**src/rot_pkg.sv**
```systemverilog
`timescale 1ns / 1ps

package rot_pkg;

   localparam int COORD_BITS = 21;
   localparam int FRAC_BITS  = 10;

   localparam int FIELD_W = 63;
   localparam int OPAC_W  = 17;
   localparam int VW      = 3 * COORD_BITS;
   localparam int DW      = COORD_BITS + 1;
   localparam int CW      = 2 * DW + 1;
   localparam int SPLIT   = DW + 1;
   localparam int SW      = CW + DW + 2;
   localparam int MW      = (DW + 2 > 21) ? DW + 2 : 21;
   localparam int PW      = 2 * MW;
   localparam int AW      = SW + 21;

   localparam longint EPS_INV = 64'd1000000;
   localparam longint EPS_MIN = ((longint'(1) << (3 * FRAC_BITS)) + EPS_INV - 1) / EPS_INV;

   localparam int STEP_W    = 6;
   localparam int LAST_STEP = 38;

   localparam logic [OPAC_W-1:0] ONE_Q16 = 17'h10000;

   typedef enum logic [2:0] {A_DIR, A_E1, A_E2, A_S, A_ST} a_src_type;
   typedef enum logic [2:0] {B_E1, B_E2, B_H_LO, B_H_HI, B_Q_LO, B_Q_HI, B_K} b_src_type;
   typedef enum logic [2:0] {W_NONE, W_H, W_Q, W_ST, W_DET, W_SU, W_SV} w_dst_type;
   typedef enum logic [2:0] {S_IDLE, S_RUN, S_DRAIN, S_CMP1, S_CMP2} seq_state_type;

   typedef struct packed {
      a_src_type a_src;
      logic [1:0] a_comp;
      b_src_type b_src;
      logic [1:0] b_comp;
      logic sub;
      logic [1:0] shift;
      logic clr;
      w_dst_type dst;
      logic [1:0] dst_comp;
   } step_ctrl_type;

   typedef struct packed {
      logic cmp1;
      logic cmp2;
   } seq_phase_type;

   function automatic logic [1:0] next_comp(input logic [1:0] i);
      case (i)
         2'd0:    return 2'd1;
         2'd1:    return 2'd2;
         default: return 2'd0;
      endcase
   endfunction

   function automatic logic [1:0] prev_comp(input logic [1:0] i);
      case (i)
         2'd0:    return 2'd2;
         2'd1:    return 2'd0;
         default: return 2'd1;
      endcase
   endfunction

   // step schedule: h, q, e2.q, e1.h, s.h, dir.q, then e2.q times 1e6
   function automatic step_ctrl_type step_ctrl(input logic [STEP_W-1:0] step);
      step_ctrl_type c;
      logic [STEP_W-1:0] j;
      logic [1:0] i;
      c.a_src    = A_DIR;
      c.a_comp   = 2'd0;
      c.b_src    = B_E1;
      c.b_comp   = 2'd0;
      c.sub      = 1'b0;
      c.shift    = 2'd0;
      c.clr      = 1'b0;
      c.dst      = W_NONE;
      c.dst_comp = 2'd0;
      if (step < STEP_W'(12)) begin
         j = (step < STEP_W'(6)) ? step : step - STEP_W'(6);
         i = j[2:1];
         c.a_src = (step < STEP_W'(6)) ? A_DIR : A_S;
         c.b_src = (step < STEP_W'(6)) ? B_E2 : B_E1;
         if (!j[0]) begin
            c.a_comp = next_comp(i);
            c.b_comp = prev_comp(i);
            c.clr    = 1'b1;
         end else begin
            c.a_comp   = prev_comp(i);
            c.b_comp   = next_comp(i);
            c.sub      = 1'b1;
            c.dst      = (step < STEP_W'(6)) ? W_H : W_Q;
            c.dst_comp = i;
         end
      end else if (step < STEP_W'(36)) begin
         if (step < STEP_W'(18)) begin
            j = step - STEP_W'(12);
            c.a_src = A_E2;
            c.dst   = W_ST;
         end else if (step < STEP_W'(24)) begin
            j = step - STEP_W'(18);
            c.a_src = A_E1;
            c.dst   = W_DET;
         end else if (step < STEP_W'(30)) begin
            j = step - STEP_W'(24);
            c.a_src = A_S;
            c.dst   = W_SU;
         end else begin
            j = step - STEP_W'(30);
            c.a_src = A_DIR;
            c.dst   = W_SV;
         end
         i = j[2:1];
         c.a_comp = i;
         c.b_comp = i;
         if (c.dst == W_ST || c.dst == W_SV) begin
            c.b_src = j[0] ? B_Q_HI : B_Q_LO;
         end else begin
            c.b_src = j[0] ? B_H_HI : B_H_LO;
         end
         c.shift = {1'b0, j[0]};
         c.clr   = (j == STEP_W'(0));
         if (j != STEP_W'(5)) begin
            c.dst = W_NONE;
         end
      end else begin
         j = step - STEP_W'(36);
         c.a_src  = A_ST;
         c.a_comp = j[1:0];
         c.b_src  = B_K;
         c.shift  = j[1:0];
         c.clr    = (j == STEP_W'(0));
      end
      return c;
   endfunction

endpackage

```
**src/rot_mul_acc.sv**
```systemverilog
`timescale 1ns / 1ps

module rot_mul_acc (
   input  logic                         clock,
   input  logic                         reset,
   input  logic                         ctrl_valid,
   input  rot_pkg::step_ctrl_type       ctrl,
   input  logic signed [rot_pkg::MW-1:0] a_op,
   input  logic signed [rot_pkg::MW-1:0] b_op,
   output logic signed [rot_pkg::AW-1:0] acc,
   output logic                         wr_en,
   output rot_pkg::w_dst_type           wr_dst,
   output logic [1:0]                   wr_comp,
   output logic signed [rot_pkg::AW-1:0] wr_value
);
   import rot_pkg::*;

   logic signed [PW-1:0] prod_ff;
   step_ctrl_type        ctrl_ff;
   logic                 pvalid_ff;
   logic signed [AW-1:0] acc_ff;
   logic signed [AW-1:0] acc_in;
   logic signed [AW-1:0] base;
   logic signed [AW-1:0] term;
   logic signed [AW-1:0] shifted;

   always_ff @(posedge clock) begin
      if (reset) begin
         pvalid_ff <= 1'b0;
      end else begin
         pvalid_ff <= ctrl_valid;
      end
   end

   always_ff @(posedge clock) begin
      prod_ff <= a_op * b_op;
      ctrl_ff <= ctrl;
      acc_ff  <= acc_in;
   end

   always_comb begin
      base = ctrl_ff.clr ? '0 : acc_ff;
      term = AW'(prod_ff);
      if (ctrl_ff.sub) begin
         term = -term;
      end
      case (ctrl_ff.shift)
         2'd0:    shifted = term;
         2'd1:    shifted = term <<< SPLIT;
         default: shifted = term <<< (2 * SPLIT);
      endcase
      acc_in = pvalid_ff ? base + shifted : acc_ff;
   end

   assign acc      = acc_ff;
   assign wr_en    = pvalid_ff && (ctrl_ff.dst != W_NONE);
   assign wr_dst   = ctrl_ff.dst;
   assign wr_comp  = ctrl_ff.dst_comp;
   assign wr_value = acc_in;

endmodule

```
**src/rot_seq.sv**
```systemverilog
`timescale 1ns / 1ps

module rot_seq (
   input  logic                   clock,
   input  logic                   reset,
   input  logic                   start,
   input  logic                   hold,
   output logic                   ready,
   output logic                   ctrl_valid,
   output rot_pkg::step_ctrl_type ctrl,
   output rot_pkg::seq_phase_type phase
);
   import rot_pkg::*;

   seq_state_type     state_ff, state_in;
   logic [STEP_W-1:0] step_ff, step_in;

   always_ff @(posedge clock) begin
      if (reset) begin
         state_ff <= S_IDLE;
         step_ff  <= '0;
      end else begin
         state_ff <= state_in;
         step_ff  <= step_in;
      end
   end

   always_comb begin
      state_in   = state_ff;
      step_in    = step_ff;
      ready      = 1'b0;
      ctrl_valid = 1'b0;
      phase.cmp1 = 1'b0;
      phase.cmp2 = 1'b0;
      unique case (state_ff)
         S_IDLE: begin
            ready = 1'b1;
            if (start) begin
               state_in = S_RUN;
               step_in  = '0;
            end
         end
         S_RUN: begin
            ctrl_valid = 1'b1;
            step_in    = step_ff + STEP_W'(1);
            if (step_ff == STEP_W'(LAST_STEP)) begin
               state_in = S_DRAIN;
            end
         end
         S_DRAIN: state_in = S_CMP1;
         S_CMP1: begin
            phase.cmp1 = 1'b1;
            state_in   = S_CMP2;
         end
         S_CMP2: begin
            phase.cmp2 = 1'b1;
            if (!hold) begin
               state_in = S_IDLE;
            end
         end
         default: state_in = S_IDLE;
      endcase
   end

   assign ctrl = step_ctrl(step_ff);

endmodule

```
**src/ray_occlusion_transmission_unit.sv**
```systemverilog
`timescale 1ns / 1ps

// channel | handshake            | payload
// req     | req_valid, req_ready | ray_start, corner_a/b/c, opacity, first/last_of_ray
// rsp     | rsp_valid, rsp_ready | transmission, any_hit
// csr     | csr_wr_en            | csr_wr_data (sun direction)
//
// between one accept and the next, an item runs every product of steps 0 to LAST_STEP
// through the single shared multiplier, then the accumulate drain state, the compare
// states cmp1 and cmp2, and the idle state with ready high
// the multiplier sequence sets the pace; no item is taken meanwhile
// synchronous active-high reset; transmission 1.0, no hit, sun direction zero
// a pending result only stalls the block at the end of a last item

module ray_occlusion_transmission_unit (
   input  logic                          clock,
   input  logic                          reset,
   input  logic                          req_valid,
   output logic                          req_ready,
   input  logic [rot_pkg::FIELD_W-1:0]   req_ray_start,
   input  logic [rot_pkg::FIELD_W-1:0]   req_corner_a,
   input  logic [rot_pkg::FIELD_W-1:0]   req_corner_b,
   input  logic [rot_pkg::FIELD_W-1:0]   req_corner_c,
   input  logic [rot_pkg::OPAC_W-1:0]    req_opacity,
   input  logic                          req_first_of_ray,
   input  logic                          req_last_of_ray,
   output logic                          rsp_valid,
   input  logic                          rsp_ready,
   output logic [rot_pkg::OPAC_W-1:0]    rsp_transmission,
   output logic                          rsp_any_hit,
   input  logic                          csr_wr_en,
   input  logic [rot_pkg::FIELD_W-1:0]   csr_wr_data
);
   import rot_pkg::*;

   logic                     accept;
   logic                     hold;
   logic                     advance;
   logic                     ctrl_valid;
   step_ctrl_type            ctrl;
   seq_phase_type            phase;
   logic signed [MW-1:0]     a_op, b_op;
   logic signed [AW-1:0]     acc;
   logic                     wr_en;
   w_dst_type                wr_dst;
   logic [1:0]               wr_comp;
   logic signed [AW-1:0]     wr_value;

   logic [FIELD_W-1:0]       sun_ff;
   logic signed [COORD_BITS-1:0] dir_c [3];
   logic signed [COORD_BITS-1:0] org_c [3];
   logic signed [COORD_BITS-1:0] va_c [3];
   logic signed [COORD_BITS-1:0] vb_c [3];
   logic signed [COORD_BITS-1:0] vc_c [3];

   logic signed [DW-1:0]     e1_ff [3];
   logic signed [DW-1:0]     e2_ff [3];
   logic signed [DW-1:0]     s_ff [3];
   logic signed [CW-1:0]     h_ff [3];
   logic signed [CW-1:0]     q_ff [3];
   logic signed [SW-1:0]     st_ff, det_ff, su_ff, sv_ff;
   logic [OPAC_W-1:0]        op_ff;
   logic                     last_ff;

   logic                     det_neg_ff;
   logic signed [SW:0]       adet_ff, su_n_ff, sv_n_ff;
   logic signed [AW-1:0]     x_ff;
   logic signed [SW+1:0]     uv_sum;
   logic                     hit;
   logic [OPAC_W-1:0]        pass;

   logic [OPAC_W-1:0]        trans_ff, trans_in;
   logic                     hit_ff, hit_in;
   logic                     rsp_valid_ff, rsp_valid_in;
   logic [OPAC_W-1:0]        rsp_trans_ff;
   logic                     rsp_hit_ff;

   assign accept = req_valid && req_ready;

   always_comb begin
      for (int k = 0; k < 3; k++) begin
         dir_c[k] = sun_ff[k*COORD_BITS +: COORD_BITS];
         org_c[k] = req_ray_start[k*COORD_BITS +: COORD_BITS];
         va_c[k]  = req_corner_a[k*COORD_BITS +: COORD_BITS];
         vb_c[k]  = req_corner_b[k*COORD_BITS +: COORD_BITS];
         vc_c[k]  = req_corner_c[k*COORD_BITS +: COORD_BITS];
      end
   end

   always_ff @(posedge clock) begin
      if (reset) begin
         sun_ff <= '0;
      end else if (csr_wr_en) begin
         sun_ff <= csr_wr_data;
      end
   end

   always_ff @(posedge clock) begin
      if (accept) begin
         for (int k = 0; k < 3; k++) begin
            e1_ff[k] <= DW'(vb_c[k]) - DW'(va_c[k]);
            e2_ff[k] <= DW'(vc_c[k]) - DW'(va_c[k]);
            s_ff[k]  <= DW'(org_c[k]) - DW'(va_c[k]);
         end
         op_ff   <= (req_opacity > ONE_Q16) ? ONE_Q16 : req_opacity;
         last_ff <= req_last_of_ray;
      end
      if (wr_en) begin
         case (wr_dst)
            W_H:     h_ff[wr_comp] <= CW'(wr_value);
            W_Q:     q_ff[wr_comp] <= CW'(wr_value);
            W_ST:    st_ff <= SW'(wr_value);
            W_DET:   det_ff <= SW'(wr_value);
            W_SU:    su_ff <= SW'(wr_value);
            W_SV:    sv_ff <= SW'(wr_value);
            default: ;
         endcase
      end
   end

   always_comb begin
      case (ctrl.a_src)
         A_DIR:   a_op = MW'(dir_c[ctrl.a_comp]);
         A_E1:    a_op = MW'(e1_ff[ctrl.a_comp]);
         A_E2:    a_op = MW'(e2_ff[ctrl.a_comp]);
         A_S:     a_op = MW'(s_ff[ctrl.a_comp]);
         default: begin
            case (ctrl.a_comp)
               2'd0:    a_op = MW'($signed({1'b0, st_ff[SPLIT-1:0]}));
               2'd1:    a_op = MW'($signed({1'b0, st_ff[2*SPLIT-1:SPLIT]}));
               default: a_op = MW'($signed(st_ff[SW-1:2*SPLIT]));
            endcase
         end
      endcase
      case (ctrl.b_src)
         B_E1:    b_op = MW'(e1_ff[ctrl.b_comp]);
         B_E2:    b_op = MW'(e2_ff[ctrl.b_comp]);
         B_H_LO:  b_op = MW'($signed({1'b0, h_ff[ctrl.b_comp][SPLIT-1:0]}));
         B_H_HI:  b_op = MW'($signed(h_ff[ctrl.b_comp][CW-1:SPLIT]));
         B_Q_LO:  b_op = MW'($signed({1'b0, q_ff[ctrl.b_comp][SPLIT-1:0]}));
         B_Q_HI:  b_op = MW'($signed(q_ff[ctrl.b_comp][CW-1:SPLIT]));
         default: b_op = MW'(EPS_INV);
      endcase
   end

   rot_seq u_seq (
      .clock      (clock),
      .reset      (reset),
      .start      (accept),
      .hold       (hold),
      .ready      (req_ready),
      .ctrl_valid (ctrl_valid),
      .ctrl       (ctrl),
      .phase      (phase)
   );

   rot_mul_acc u_mul_acc (
      .clock      (clock),
      .reset      (reset),
      .ctrl_valid (ctrl_valid),
      .ctrl       (ctrl),
      .a_op       (a_op),
      .b_op       (b_op),
      .acc        (acc),
      .wr_en      (wr_en),
      .wr_dst     (wr_dst),
      .wr_comp    (wr_comp),
      .wr_value   (wr_value)
   );

   // orient by the determinant sign, then t test as e2.q * 1e6 - det
   always_ff @(posedge clock) begin
      if (phase.cmp1) begin
         det_neg_ff <= det_ff[SW-1];
         adet_ff    <= det_ff[SW-1] ? -(SW+1)'(det_ff) : (SW+1)'(det_ff);
         su_n_ff    <= det_ff[SW-1] ? -(SW+1)'(su_ff) : (SW+1)'(su_ff);
         sv_n_ff    <= det_ff[SW-1] ? -(SW+1)'(sv_ff) : (SW+1)'(sv_ff);
         x_ff       <= acc - AW'(det_ff);
      end
   end

   always_comb begin
      uv_sum = (SW+2)'(su_n_ff) + (SW+2)'(sv_n_ff);
      hit = (adet_ff >= (SW+1)'(EPS_MIN))
         && !su_n_ff[SW] && (su_n_ff <= adet_ff)
         && !sv_n_ff[SW] && (uv_sum <= (SW+2)'(adet_ff))
         && (det_neg_ff ? x_ff[AW-1] : (!x_ff[AW-1] && (x_ff != '0)));
      pass = ONE_Q16 - op_ff;
   end

   assign hold    = last_ff && rsp_valid_ff && !rsp_ready;
   assign advance = phase.cmp2 && !hold;

   always_comb begin
      trans_in     = trans_ff;
      hit_in       = hit_ff;
      rsp_valid_in = rsp_valid_ff && !rsp_ready;
      if (accept && req_first_of_ray) begin
         trans_in = ONE_Q16;
         hit_in   = 1'b0;
      end
      if (advance && hit) begin
         hit_in = 1'b1;
         if (trans_ff > pass) begin
            trans_in = pass;
         end
      end
      if (advance && last_ff) begin
         rsp_valid_in = 1'b1;
      end
   end

   always_ff @(posedge clock) begin
      if (reset) begin
         trans_ff     <= ONE_Q16;
         hit_ff       <= 1'b0;
         rsp_valid_ff <= 1'b0;
      end else begin
         trans_ff     <= trans_in;
         hit_ff       <= hit_in;
         rsp_valid_ff <= rsp_valid_in;
      end
   end

   always_ff @(posedge clock) begin
      if (advance && last_ff) begin
         rsp_trans_ff <= trans_in;
         rsp_hit_ff   <= hit_in;
      end
   end

   assign rsp_valid        = rsp_valid_ff;
   assign rsp_transmission = rsp_trans_ff;
   assign rsp_any_hit      = rsp_hit_ff;

endmodule

```
**config.mk**
```make
export PLATFORM = sky130hd
export DESIGN_NAME = ray_occlusion_transmission_unit
export DESIGN_NICKNAME = d
export VERILOG_FILES = /design/src/rot_pkg.sv /design/src/rot_mul_acc.sv /design/src/rot_seq.sv /design/src/ray_occlusion_transmission_unit.sv
export SDC_FILE = /design/constraint.sdc
export NUM_CORES = 2
export LEC_CHECK = 0
export BUFFER_PORTS_ARGS = -buffer_cell sky130_fd_sc_hd__buf_2
export CAP_MARGIN = 30
export CORE_ASPECT_RATIO = 0.8
export CORE_MARGIN = 4
export CORE_UTILIZATION = 45
export CTS_CLUSTER_DIAMETER = 50
export DETAILED_ROUTE_END_ITERATION = 7
export PLACE_DENSITY = 0.68
export REMOVE_ABC_BUFFERS = 1
export SLEW_MARGIN = 15
export SYNTH_ARGS = -nofsm -noshare
export SYNTH_HDL_FRONTEND = slang
export SYNTH_HIERARCHICAL = 1
export SYNTH_SLANG_ARGS = --single-unit
```
**constraint.sdc**
```tcl
create_clock -name clock -period 12.3 [get_ports clock]
set_input_delay 1.23 -clock clock [delete_from_list [all_inputs] [get_ports clock]]
set_output_delay 1.23 -clock clock [all_outputs]
set_load 0.02 [all_outputs]
```
# --- Word-level counts from Yosys, hierarchy flattened ---
# Memories as Yosys holds them, arrays and structs flattened.
# Cells that the tools add are included.
op_classes:
  n_addsub: 24
  n_mul: 1
  div_mod_pow: 0
  magnitude_cmp: 12
  eq_ne: 28
  n_shift: 0
  n_mux: 72
  bitwise_logic: 1
  n_reduce_logical: 40
ops:
  columns: ["operator", "n"]
  rows:
  - ["$neg 69->70", 3]
  - ["$sub 21x21->22", 9]
  - ["$mux 90", 2]
  - ["$pmux 90 s2", 1]
  - ["$pmux 24 s6", 1]
  - ["$mux 70", 2]
  - ["$pmux 24 s4", 1]
  - ["$add 90x90->90", 1]
  - ["$neg 48->90", 1]
  - ["$reduce_bool 90->1", 1]
  - ["$sub 90x69->90", 1]
  - ["$add 70x70->71", 1]
  - ["$le 71x70->1", 1]
  - ["$ge 70x12->1 const B", 1]
  - ["$le 70x70->1", 1]
  - ["$mux 69", 1]
  - ["$mux 68", 1]
  - ["$mux 17", 3]
  - ["$mul 24x24->48", 1]
  - ["$pmux 24 s2", 1]
  - ["$bmux 21 s2", 1]
  - ["$mux 21", 2]
  - ["$mux 3", 13]
  - ["$mux 6", 6]
  - ["other kinds (42)", 122]
word_totals:
  ff_bits: 852
  latchBits: 0
  ram_bits: 468
  mem_bits_ro: 0
  in_bits: 339
  out_inout_bits: 20
  elab_cells: 213
  mem_count: 5
memory_table:
  columns: ["memory", "words", "width", "rd", "rd_ports_with_merged_regs", "wr", "line", "text"]
  rows:
  - ["h_ff", 3, 45, 1, 0, 1, "ray_occlusion_transmission_unit.sv:59", "logic signed [CW-1:0] h_ff [3];"]
  - ["q_ff", 3, 45, 1, 0, 1, "ray_occlusion_transmission_unit.sv:60", "logic signed [CW-1:0] q_ff [3];"]
  - ["e1_ff", 3, 22, 2, 0, 3, "ray_occlusion_transmission_unit.sv:56", "logic signed [DW-1:0] e1_ff [3];"]
  - ["e2_ff", 3, 22, 2, 0, 3, "ray_occlusion_transmission_unit.sv:57", "logic signed [DW-1:0] e2_ff [3];"]
  - ["s_ff", 3, 22, 1, 0, 3, "ray_occlusion_transmission_unit.sv:58", "logic signed [DW-1:0] s_ff [3];"]

# --- Logic depth before layout (Yosys ltp) ---
depth:
  depth_word: 17
  depth_mapped: 46

# --- Hierarchy ---
# Netlist, hierarchy kept.
modules_own_cells:
  columns: ["mod", "n_inst", "cells_per_inst", "area_per_inst_um2", "seq_area_each_um2"]
  rows:
  - ["ray_occlusion_transmission_unit", 1, 6241, 68444.4, 34102.7]
  - ["rot_mul_acc", 1, 3771, 32864.0, 2962.8]
  - ["rot_seq", 1, 172, 1224.9, 180.2]

# --- Worst setup path after synthesis ---
# Ideal clock, no wire load.
synth_timing:
  kind: "flip-flop to flip-flop"
  start: "reg u_seq.step_ff[3]"
  end: "reg u_mul_acc.prod_ff[46]"
  arrival_time_ns: 10.485
  setup_slack_ns: 1.695
  stages_incl_launch_ff: 41
  n_path_buf: 5
  synth_period_minus_slack_ns: 10.605
  path_cell_list: "dfxtp_1 buf_6 inv_1 ha_1 a2111oi_4 and2_1 mux2i_1 o311ai_1 clkbuf_1 clkbuf_1 buf_1 mux2i_1 nor2_1 a21oi_1 a21oi_1 buf_1 and2_1 fa_1 [5 not listed] inv_1 fa_1 inv_1 fa_1 inv_1 fa_1 inv_1 ha_1 o21ai_0 o211ai_1 a221oi_1 o21ai_0 a221oi_1 o31ai_1 o22a_1 a311oi_1 o21ai_0 xnor2_1"
synth_rtl:
  columns: ["item", "line", "text"]
  rows:
  - ["start: declaration", "rot_seq.sv:16", "logic [STEP_W-1:0] step_ff, step_in;"]
  - ["start signal: assignment", "rot_seq.sv:24", "step_ff <= step_in;"]
  - ["end signal: assignment", "rot_mul_acc.sv:36", "prod_ff <= a_op * b_op;"]
  - ["end: declaration", "rot_mul_acc.sv:18", "logic signed [PW-1:0] prod_ff;"]

==> results.txt <==
CTS tree -> done
Pwr Density -> 260 nW/um^2
Top Ports -> 359
Count of cell types in the netlist -> 98
Syn Std Cell Area -> 103000 sq um
Pre-CTS WS -> 0.386 ns
Share of cells above drive strength 1 -> 9.74%
Fin util -> 50.1%
Synth Flop Type -> edfxtp_1
DP HPWL -> 281000 um
Crit path kind -> flop to flop
Slew @ Worst Pin -> 1.08 ns
Reg power frac -> 21.5%
Hold-fix buffers, CTS -> 0
Vias after detailed routing -> 81500
Iter 0 DRT Violations -> 9661
Type of the tightest min-delay check -> flop to flop
Fin crit share -> 96.2%
Final wirelength -> 356000 um
Max-Slew Margin vs Limit -> 26.8%
Setup ws final -> 0.468 ns
Total grt overflow -> 0
Die W -> 542 um
Synthesis-to-finish area growth -> 10.5%
Clock root buffer -> clkbuf_16
Leakage Power -> 47.5 nW
Number of global-route vias before repair -> 78700
Worst path max stage delay -> 0.65 ns
Slowest CP cell -> fa_1
Worst hold path endpoint -> sv_n_ff[0]
End of the worst register-to-register path -> u_mul_acc/prod_ff[47]
Cells after DPL -> 13300
Rows -> 156
Layout Skew -> 0.0899 ns
Post-synth EDFFs -> 1081
GRT Overall Usage -> 29.5%
Yosys warnings -> 6
Critical R2R Launch -> u_seq/step_ff[3]
RePlAce Congestion -> 0.998
Clock power share -> 15.9%
Clock sink count -> 1320
Required @ worst endpoint -> 12.92 ns
Psw -> 13.7 mW
Cell count after synthesis -> 10200
CP Data Arrival Time -> 12.45 ns
Count of state elements after synthesis -> 1320
Endpoints failing hold -> 0
FF-to-FF setup slack -> 0.47 ns
Initial antenna violation count -> 23
Clk slew on worst S/H paths -> 0.06 ns
Die Footprint -> 236000 sq um
Placed Area -> 108000 sq um
Comb power frac -> 62.6%
Internal power -> 15.7 mW
DRT antenna net count -> 0
Worst-skew pair later-pin latency -> 0.83 ns
Pins over their slew limit -> 0
1st-pass router iterations -> 8
Ys async rst share -> 0%
Max Cap Viol -> 0
Fin area -> 113000 sq um
Worst R2R Path Depth -> 40
Synthesized area per cell -> 10.1 sq um
# port buffers -> 358
Vias per cell -> 5.99
Maximum clock insertion buffer count -> 4
Startpoint types -> flop
Die Height -> 435 um
Largest net degree at the start of global routing -> 175
Min-delay src -> sv_ff[0]
DR WL/cell -> 26.2 um
NumNets Final -> 12200
Floorplan core area -> 226000 sq um
Crit-path most repeated cell -> fa_1
Hold Crit Depth -> 0
Final std cells w/o fill -> 13600
Sequential share of the synthesized area -> 36.3%
Initial Utilization -> 45.3%
Tmin final -> 11.83 ns
Drt drc -> 0
CP Capture Type -> flop
First-pass GRT wire length -> 525000 um
CTS buffer count -> 160
RSZ-0062 raised after global routing -> no
H-tree Lvls -> 4
Switching Fraction -> 46.5%
Outcome -> finished, final reports clean
Max FO, Critical Path -> 74
Final setup fails -> 0
Peak Freq -> 0.0845 GHz
VDD IR-drop max -> 0.495 mV
## state kept, by name, summed over array words and instances, names as in the netlist, 69 cells and up
name           cells
h_ff             135
q_ff             135
u_mul_acc/acc     90
x_ff              90
adet_ff           70
su_n_ff           70
sv_n_ff           70
det_ff            69
st_ff             69
su_ff             69
sv_ff             69
## cell families after synthesis
group | after synthesis | synth area share, %
XOR/XNOR | 678 | 5.80
other | 1 | 0.00366
adder cells (fa/ha/maj) | 1367 | 21.2
buffers and inverters | 1412 | 5.22
flip-flops | 1320 | 36.3
AO/OA/AOI/OAI | 2202 | 13.6
AND/OR/NAND/NOR | 2760 | 13.3
multiplexers | 444 | 4.49
## worst max path at each step
stage                      from                     to  slack (ns)  cells after the start
5_1_grt        u_seq/step_ff[3]  u_mul_acc/prod_ff[47]        0.02                     40
2_1_floorplan  u_seq/step_ff[3]  u_mul_acc/prod_ff[46]      -12.77                     37
3_5_place_dp   u_seq/step_ff[3]  u_mul_acc/prod_ff[46]        0.39                     39
6_report       u_seq/step_ff[3]  u_mul_acc/prod_ff[47]        0.47                     40
4_1_cts        u_seq/step_ff[3]  u_mul_acc/prod_ff[46]        0.26                     39
3_3_place_gp   u_seq/step_ff[3]  u_mul_acc/prod_ff[46]        0.51                     39
## layer usage
layer | share of wire, % | global-route usage, %
met1 | 43 | 42.8
met2 | 43 | 43.7
met3 | 11 | 6.82
met4 | 3.4 | 8.81
met5 | 0.014 | 0
## synthesized netlist by cell type (41+ instances only)
library cell | count | area, sq um
edfxtp_1 | 1081 | 32500
and3_1 | 46 | 288
and2_1 | 325 | 2030
a211oi_1 | 51 | 383
a31oi_1 | 69 | 432
nand4_1 | 145 | 907
nand3_1 | 108 | 541
a21o_1 | 258 | 1940
a21oi_1 | 747 | 3740
xor2_1 | 181 | 1590
clkbuf_1 | 361 | 1360
dfxtp_1 | 239 | 4780
o21ai_0 | 363 | 1820
o21bai_1 | 81 | 608
fa_1 | 619 | 12400
mux2i_1 | 319 | 3190
nor3_1 | 158 | 791
o21a_1 | 68 | 510
o41ai_1 | 47 | 412
nor2b_1 | 192 | 1200
nand2_1 | 727 | 2730
o31ai_1 | 93 | 698
nand2b_1 | 63 | 394
nor4_1 | 74 | 463
o22ai_1 | 94 | 588
xnor2_1 | 496 | 4340
nor2_1 | 689 | 2590
ha_1 | 748 | 9360
inv_1 | 989 | 3710
a22oi_1 | 49 | 368
mux2_2 | 125 | 1410
or3_1 | 69 | 432
buf_1 | 41 | 154
## layout make-up
class                           instances  area (sq um)
Inverter                              992          3720
Fill cell                           20300        113000
Antenna cell                           17          42.5
Tap cell                             3002          3760
Multi-Input combinational cell       7452         60200
Timing Repair Buffer                  528          3220
Clock buffer                          207          4370
Sequential cell                      1320         37300
Clock inverter                         71           752
## critical path, delay by kind of cell, from the launching register on
kind                     cells  cell delay (ns)
AND/OR/NAND/NOR              6             1.28
XOR/XNOR                     2             0.27
adder cells (fa/ha/maj)      9             4.35
buffers and inverters        8             1.53
flip-flops                   1             0.62
multiplexers                 1             0.28
AO/OA/AOI/OAI               14             3.11
## cells in the final DEF, fill, tap and decap left out, drive strengths merged, types with 325 or more instances in the layout
cell / count
nand2: 728
inv: 1012
and2: 325
nor2: 689
fa: 619
o21ai: 371
buf: 528
ha: 748
a21oi: 748
edfxtp: 1081
xnor2: 496
## power groups by stage
stage | clock network, mW | registers (mW) | logic [mW]
4_1_cts | 4.73 | 6.30 | 18.2
6_report | 4.67 | 6.34 | 18.4
3_3_place_gp | 0 | 6.39 | 17.7
3_5_place_dp | 0 | 6.39 | 18.1
5_1_grt | 4.92 | 6.35 | 20.5
2_1_floorplan | 0 | 6.09 | 12.8
## what timing repair did
action / CTS / global route
resized for setup: 0 / 7
buffers inserted: 0 / 2
setup endpoints to repair: 0 / 11
## metrics by stage
stage	hold WS, ns	TNS, ns	total power, mW
after CTS	0.451	0	29.2
after global placement	0.447	0	24.0
after global routing	0.456	0	31.8
after floorplan	0.426	-1014.52	18.9
after detailed placement	0.438	0	24.4
final	0.456	0	29.4
(Power assumes the default switching activity.)
